$ cat src/hw/rtl/fbac_pkg.sv
`default_nettype none
package fbac_pkg;

  // Field widths
  localparam int unsigned FLOW_W    = 16;
  localparam int unsigned HOUR_W    = 13;
  localparam int unsigned AMP_W     = 17;
  localparam int unsigned PHASE_W   = 16;
  localparam int unsigned PER_W     = 16;
  localparam int unsigned CFG_W     = 17;
  localparam int unsigned CFG_IDX_W = 3;

  // Dividend is hour scaled by one full turn
  localparam int unsigned DVD_W = HOUR_W + PHASE_W;

  localparam int unsigned SINE_ADDR_BITS = 8;

  localparam logic [PER_W-1:0]  DEF_FIRST_PERIOD  = 16'd6144;
  localparam logic [PER_W-1:0]  DEF_SECOND_PERIOD = 16'd3072;
  localparam logic [FLOW_W-1:0] FLOW_FLOOR  = 16'd128;
  localparam logic [FLOW_W-1:0] LEAK_MARGIN = 16'd64;
  localparam logic [FLOW_W-1:0] OVER_MARGIN = 16'd512;
  localparam logic [HOUR_W-1:0] NIGHT_START = 13'd256;
  localparam logic [HOUR_W-1:0] NIGHT_END   = 13'd1280;

  // Q30 Taylor coefficients of sin(pi/2 x)
  localparam longint unsigned TC1 = 64'd1686629713;
  localparam longint unsigned TC3 = 64'd693598669;
  localparam longint unsigned TC5 = 64'd85569306;
  localparam longint unsigned TC7 = 64'd5026995;
  localparam longint unsigned TC9 = 64'd172273;

  typedef enum logic [1:0] {
    VERDICT_OK      = 2'd0,
    VERDICT_LEAK    = 2'd1,
    VERDICT_OVERUSE = 2'd2
  } verdict_e;

  typedef enum logic [CFG_IDX_W-1:0] {
    REG_MEAN     = 3'd0,
    REG_AMP1     = 3'd1,
    REG_PHASE1   = 3'd2,
    REG_PERIOD1  = 3'd3,
    REG_AMP2     = 3'd4,
    REG_PHASE2   = 3'd5,
    REG_PERIOD2  = 3'd6,
    REG_SIG_VLD  = 3'd7
  } cfg_reg_e;

  // Quarter-wave sine entry, unsigned Q0.15, evaluated at elaboration
  function automatic logic [14:0] rom_entry(input int unsigned k, input int unsigned abits);
    longint unsigned x;
    longint unsigned x2;
    longint unsigned p;
    x  = 64'(k) << (16 - abits);
    x2 = (x * x) >> 16;
    p  = TC9;
    p  = TC7 - ((p * x2) >> 16);
    p  = TC5 - ((p * x2) >> 16);
    p  = TC3 - ((p * x2) >> 16);
    p  = TC1 - ((p * x2) >> 16);
    p  = (p * x) >> 16;
    p  = (p + 64'd16384) >> 15;
    if (p > 64'd32767) p = 64'd32767;
    return p[14:0];
  endfunction

endpackage
`default_nettype wire

$ cat src/hw/rtl/fbac_div.sv
`default_nettype none
module fbac_div (
  input  wire logic                          clk_i,
  input  wire logic                          adv_i,
  input  wire logic [fbac_pkg::HOUR_W-1:0]   hour_i,
  input  wire logic [fbac_pkg::PER_W-1:0]    per_i,
  output logic      [fbac_pkg::PHASE_W-1:0]  quo_o
);
  localparam int unsigned STEPS = fbac_pkg::DVD_W;
  localparam int unsigned RW    = fbac_pkg::PER_W;
  localparam int unsigned QW    = fbac_pkg::PHASE_W;

  logic [RW-1:0]    rem_q [STEPS];
  logic [STEPS-1:0] dvd_q [STEPS];
  logic [QW-1:0]    quo_q [STEPS];

  // One restoring step per stage, most significant dividend bit first
  for (genvar s = 0; s < STEPS; s++) begin : g_step
    logic [RW-1:0]    rem_in;
    logic [STEPS-1:0] dvd_in;
    logic [QW-1:0]    quo_in;
    logic [RW:0]      cand;
    logic             ge;

    if (s == 0) begin : g_first
      assign rem_in = '0;
      assign dvd_in = {hour_i, {QW{1'b0}}};
      assign quo_in = '0;
    end else begin : g_next
      assign rem_in = rem_q[s-1];
      assign dvd_in = dvd_q[s-1];
      assign quo_in = quo_q[s-1];
    end

    assign cand = {rem_in, dvd_in[STEPS-1]};
    assign ge   = cand >= {1'b0, per_i};

    always_ff @(posedge clk_i) begin
      if (adv_i) begin
        rem_q[s] <= ge ? RW'(cand - {1'b0, per_i}) : cand[RW-1:0];
        dvd_q[s] <= dvd_in << 1;
        quo_q[s] <= {quo_in[QW-2:0], ge};
      end
    end
  end

  assign quo_o = quo_q[STEPS-1];
endmodule
`default_nettype wire

$ cat config.mk
export PLATFORM = sky130hd
export DESIGN_NAME = fbac_div
export DESIGN_NICKNAME = d
export VERILOG_FILES = /design/src/hw/rtl/fbac_pkg.sv /design/src/hw/rtl/fbac_div.sv
export SDC_FILE = /design/constraint.sdc
export NUM_CORES = 2
export LEC_CHECK = 0
export BUFFER_PORTS_ARGS = -buffer_cell sky130_fd_sc_hd__buf_2
export CORE_AREA = 4 4 306 218
export DETAILED_ROUTE_END_ITERATION = 10
export DIE_AREA = 0 0 310 222
export PLACE_DENSITY = 0.87
export RECOVER_POWER = 25
export SKIP_LAST_GASP = 1
export SLEW_MARGIN = 20
export SYNTH_ARGS = -nofsm -noshare
export SYNTH_HDL_FRONTEND = slang
export SYNTH_SLANG_ARGS = --single-unit
$ cat constraint.sdc
create_clock -name clk_i -period 8.5 [get_ports clk_i]
set_input_delay 0 -clock clk_i [delete_from_list [all_inputs] [get_ports clk_i]]
set_output_delay 0 -clock clk_i [all_outputs]
set_load 0.05 [all_outputs]
# After elaboration in Yosys (flattened, before gate mapping)
# Memory sizes are Yosys's and may differ from the RTL's.
# Cells that the tools add are included.
# word_totals
register_bits	0
mem_bits_rw	1740
out_inout_bits	16
word_cells	92
n_memories	3
# op_classes
n_addsub	29
magnitude_cmp	29
n_mux	31
# mem_list
memory	words	word_bits	rd	rd_ports_with_merged_regs	write_ports	line	text
dvd_q	29	28	28	0	29	fbac_div.sv:14	logic [STEPS-1:0] dvd_q [STEPS];
quo_q	29	16	29	0	29	fbac_div.sv:15	logic [QW-1:0] quo_q [STEPS];
rem_q	29	16	28	0	29	fbac_div.sv:13	logic [RW-1:0] rem_q [STEPS];
# op_table
op	n
$ge 17x16->1	28
$mux 16	29
$sub 16x16->16	28
$ge 1x16->1	1
$sub 1x16->16	1
$mux 1	2

# Longest topological paths before layout
# An unclocked memory read counts as a cell.
# depth
word_depth	3
mapped_depth	14

# Least setup slack after synthesis
# No wires, ideal clock.
# synth_path
kind	input to register
from	input port per_i[1] (netlist bit)
to	memory rem_q[1][10] (netlist bit), data pin
arrival_ps	3640
t_required_ps	8240
setup_slack_ps	4600
cell_stages	12
path_cell_list	clkbuf_1 -> inv_1 -> ha_1 -> nor2b_1 -> o21a_1 -> o21a_1 -> o31a_1 -> a211oi_2 -> a21oi_1 -> a2111oi_2 -> buf_2 -> mux2_2
# synth_lines
element	line	text
from (decl)	fbac_div.sv:6	input wire logic [fbac_pkg::PER_W-1:0] per_i,
to (decl)	fbac_div.sv:13	

==> results.md <==
* Post-route insts no fill at between 4,000 and 5,000
* CTS Root Cell: clkbuf_16
* # IOs at between 40 and 50
* Slowest cell delay on critical path at between 0.7 and 0.8 ns
* Die H at approximately 220 um
* Routed wire length at roughly 98,000 um
* Avg Synthesized Cell Area at 11.3 um^2
* Mapped Area at 44,400 um^2
* Die Area at roughly 70,000 um^2
* Routed vias at between 30,000 and 40,000
* Setup TNS at 0 ns
* Sequential fraction of the synthesis area at 0.448
* First-pass GRT wire length at about 160,000 um
* # diodes at 0
* Adder-cell share of the synthesized area at 0.139
* Max FO, Critical Path at 29
* Fmax at 242 MHz
* Fin. max-slew vios at between 200 and 250
* Worst skew pair latency at ~0.63 ns
* Fin Clk Skew at 0.0240 ns
* Final ANT Viol Nets at 0
* Post-synth ARST share at 0
* Final Wtd Congestion at 0.910
* Initial core utilization at 0.693
* H-tree depth at 3
* WP data required at slightly below 9 ns
* Most common cell in the netlist: edfxtp_1
* Max-Cap Viols at 2
* Ys flop type: edfxtp_1
* CP Capture Type: flip-flop
* Ys Warns at 0
* Number of global-route vias before repair at around 31,000
* WP buf/inv at 4
* Final Hold Fails at 0
* Min cycle time layout at between 4 and 5 ns
* Placed insts at around 4,800
* Yosys top cell area share at 0.448
* Largest delay share family, worst path: compound AO/OA/AOI/OAI gates
* Area leader, netlist: edfxtp_1
* Largest family of logic cells by synthesized area: compound AO/OA/AOI/OAI gates
* Simple-Gate Fraction of Synth Area at 0.109
* Max Root-Sink Buffers at 3
* Layout area overhead at 8.19%
* Crit Path Category: in2reg
* Crit path DAT at 4.50 ns
* Drc violations at 0
* Crit-path slowest cell: a21o_1
* Top post-synthesis cells by area: edfxtp_1 (45%), ha_1 (13%), mux2_2 (5.8%)
* Mapped Nets at 4,441
* Peak supply drop at 0.000253 V
* Status: complete, but fails checks
* # clock sinks at between 600 and 700
* Pre-Repair DR Iteration Count at 6
* Most frequent cells after synthesis: edfxtp_1 (662), ha_1 (449), nor2_1 (265)
* Gates resized, CTS repair at 0
* Synth Area in Compound Gates at 0.149
* Util after Layout at 0.750
* Synth unique cells at 90
* Via density per instance at 6.44
* Total congestion overflow at 0
* Lkg Pwr at roughly 19 nW
* Flops & latches, synth at 662
* RSZ-0062 raised after global routing: false
* Post-Syn Instances at between 3,000 and 4,000
* Synth Area in XOR/XNOR at 0.0594
* Hold_buf cts at 18
* PortBufs at between 40 and 50
* Fin nets at approximately 4,500
* Proportion of synthesized area in mux cells at 0.0745
* Post-CTS repair timing setup buffer count at 0
* WHS at 0.0859 ns
* Final period util at 0.485
* Routed wire per std cell at 19.9 um
* Layout cells sized above 1 at 0.120
* HP Class: in2reg
* Pwr dens at approximately 400 nW/um^2
* CTS tree: yes
* CP Launch Type: primary input
* Tightest Pin Transition at around 4.0 ns
* Critical path, cell by cell: buf_2 > buf_4 > inv_2 > buf_4 > ha_1 > nor2b_1 > o21ai_0 > a21boi_0 > o21ai_0 > o211ai_1 > a31oi_1 > a21o_1 > mux2_2
* Post-synth EDFFs at roughly 660
* Final setup violation count at 0
* Initial DRC count at 3,078
* Core footprint at between 60,000 and 70,000 um^2
* Largest net degree at the start of global routing at 167
* Die X at 310 um
* GRT Total Usage at 0.284
* Worst-path clk slew at roughly 0.060 ns
* Hpwl dp at roughly 65,000 um
* Worst rel slew slack at -1.67
* Initial antenna violation count at 0
* Num CTS Buffers at 68
* Failing checks: max-capacitance violations, max-slew violations
* Row cnt at 78
==> area by class of cell <==
| type | count | area, um^2 |
|---|---|---|
| clock inverter | 43 | 538 |
| fill | 4219 | 16000 |
| inverter | 160 | 601 |
| timing repair buffer | 87 | 567 |
| tap | 840 | 1050 |
| clock buffer | 81 | 1790 |
| multi-input combinational | 3051 | 23600 |
| sequential | 662 | 19900 |
==> path summary, 6_finish.rpt <==
| kind | startpoint | cells past startpoint | slack, ns | end |
|---|---|---|---|---|
| worst min-delay path | hour_i[10] | 2 | 0.09 | dvd_q[0][26]$_DFFE_PP_ |
| worst max register to register | rem_q[3][0]$_DFFE_PP_ | 10 | 4.74 | rem_q[4][10]$_DFFE_PP_ |
| worst max-delay path | per_i[1] | 13 | 4.38 | rem_q[22][4]$_DFFE_PP_ |
| worst min register to register | quo_q[19][1]$_DFFE_PP_ | 0 | 0.41 | quo_q[20][2]$_DFFE_PP_ |
==> worst register-to-register path: cells and delay by family, from the launching register on <==
kind / cells / cell delay (ns)
simple gates: 1 / 0.14
fa+ha+maj: 1 / 0.32
compound gates: 7 / 2.17
mux: 1 / 0.43
flops: 1 / 0.44
==> cell families (layout without fill, tap and decap cells) <==
kind of cell | count (synthesis) | count (layout)
simple gates | 1000 | 1000
buf+inv | 221 | 371
fa+ha+maj | 476 | 476
mux | 290 | 290
xor+xnor | 301 | 301
flops | 662 | 662
compound gates | 984 | 984
==> metrics by stage <==
stage                     total power [mW]  cell area, um^2  setup slack [ns]
final                                 19.8            48000              4.38
after global routing                  21.2            48000              3.99
after CTS                             19.7            48000              4.44
after detailed placement              16.3            45500              3.81
after global placement                15.8            45500              4.02
after floorplan                       14.3            44400              4.60
==> flip-flops by register name, summed over array words and instances (netlist names) <==
name / cells
rem_q: 448
dvd_q: 78
quo_q: 136
==> routing by layer <==
metal / wire (um) / vias to the layer above / track usage
met5: 0 / - / 0
li1: - / 15200 / -
met2: 44600 / 1133 / 0.449
met3: 6810 / 246 / 0.0468
met1: 43200 / 15100 / 0.402
met4: 3190 / 0 / 0.0953
==> where the power goes <==
| group | switching [mW] | leakage (nW) | internal (mW) | total [mW] |
|---|---|---|---|---|
| clock network | 1.31 | 1.14 | 1.88 | 3.20 |
| logic | 5.51 | 11.4 | 4.85 | 10.4 |
| registers | 0.712 | 6.47 | 5.52 | 6.23 |
==> cell usage in the layout (no fill, tap or decap), drive strengths merged, types with 29 or more instances in the layout <==
cell type    n
edfxtp     662
nor2       267
o21a        54
clkinv      36
o21ai      226
nand4       69
a21o       123
o21bai      29
xor2       107
nor2b       60
mux2       268
xnor2      194
nand3       58
o31ai       45
nand2      260
ha         449
a211oi      51
clkbuf      99
buf         51
inv        153
a21oi      253
a21boi      41
nand2b      46
nor3       104
Note: power is estimated with default switching activity, not from simulation.
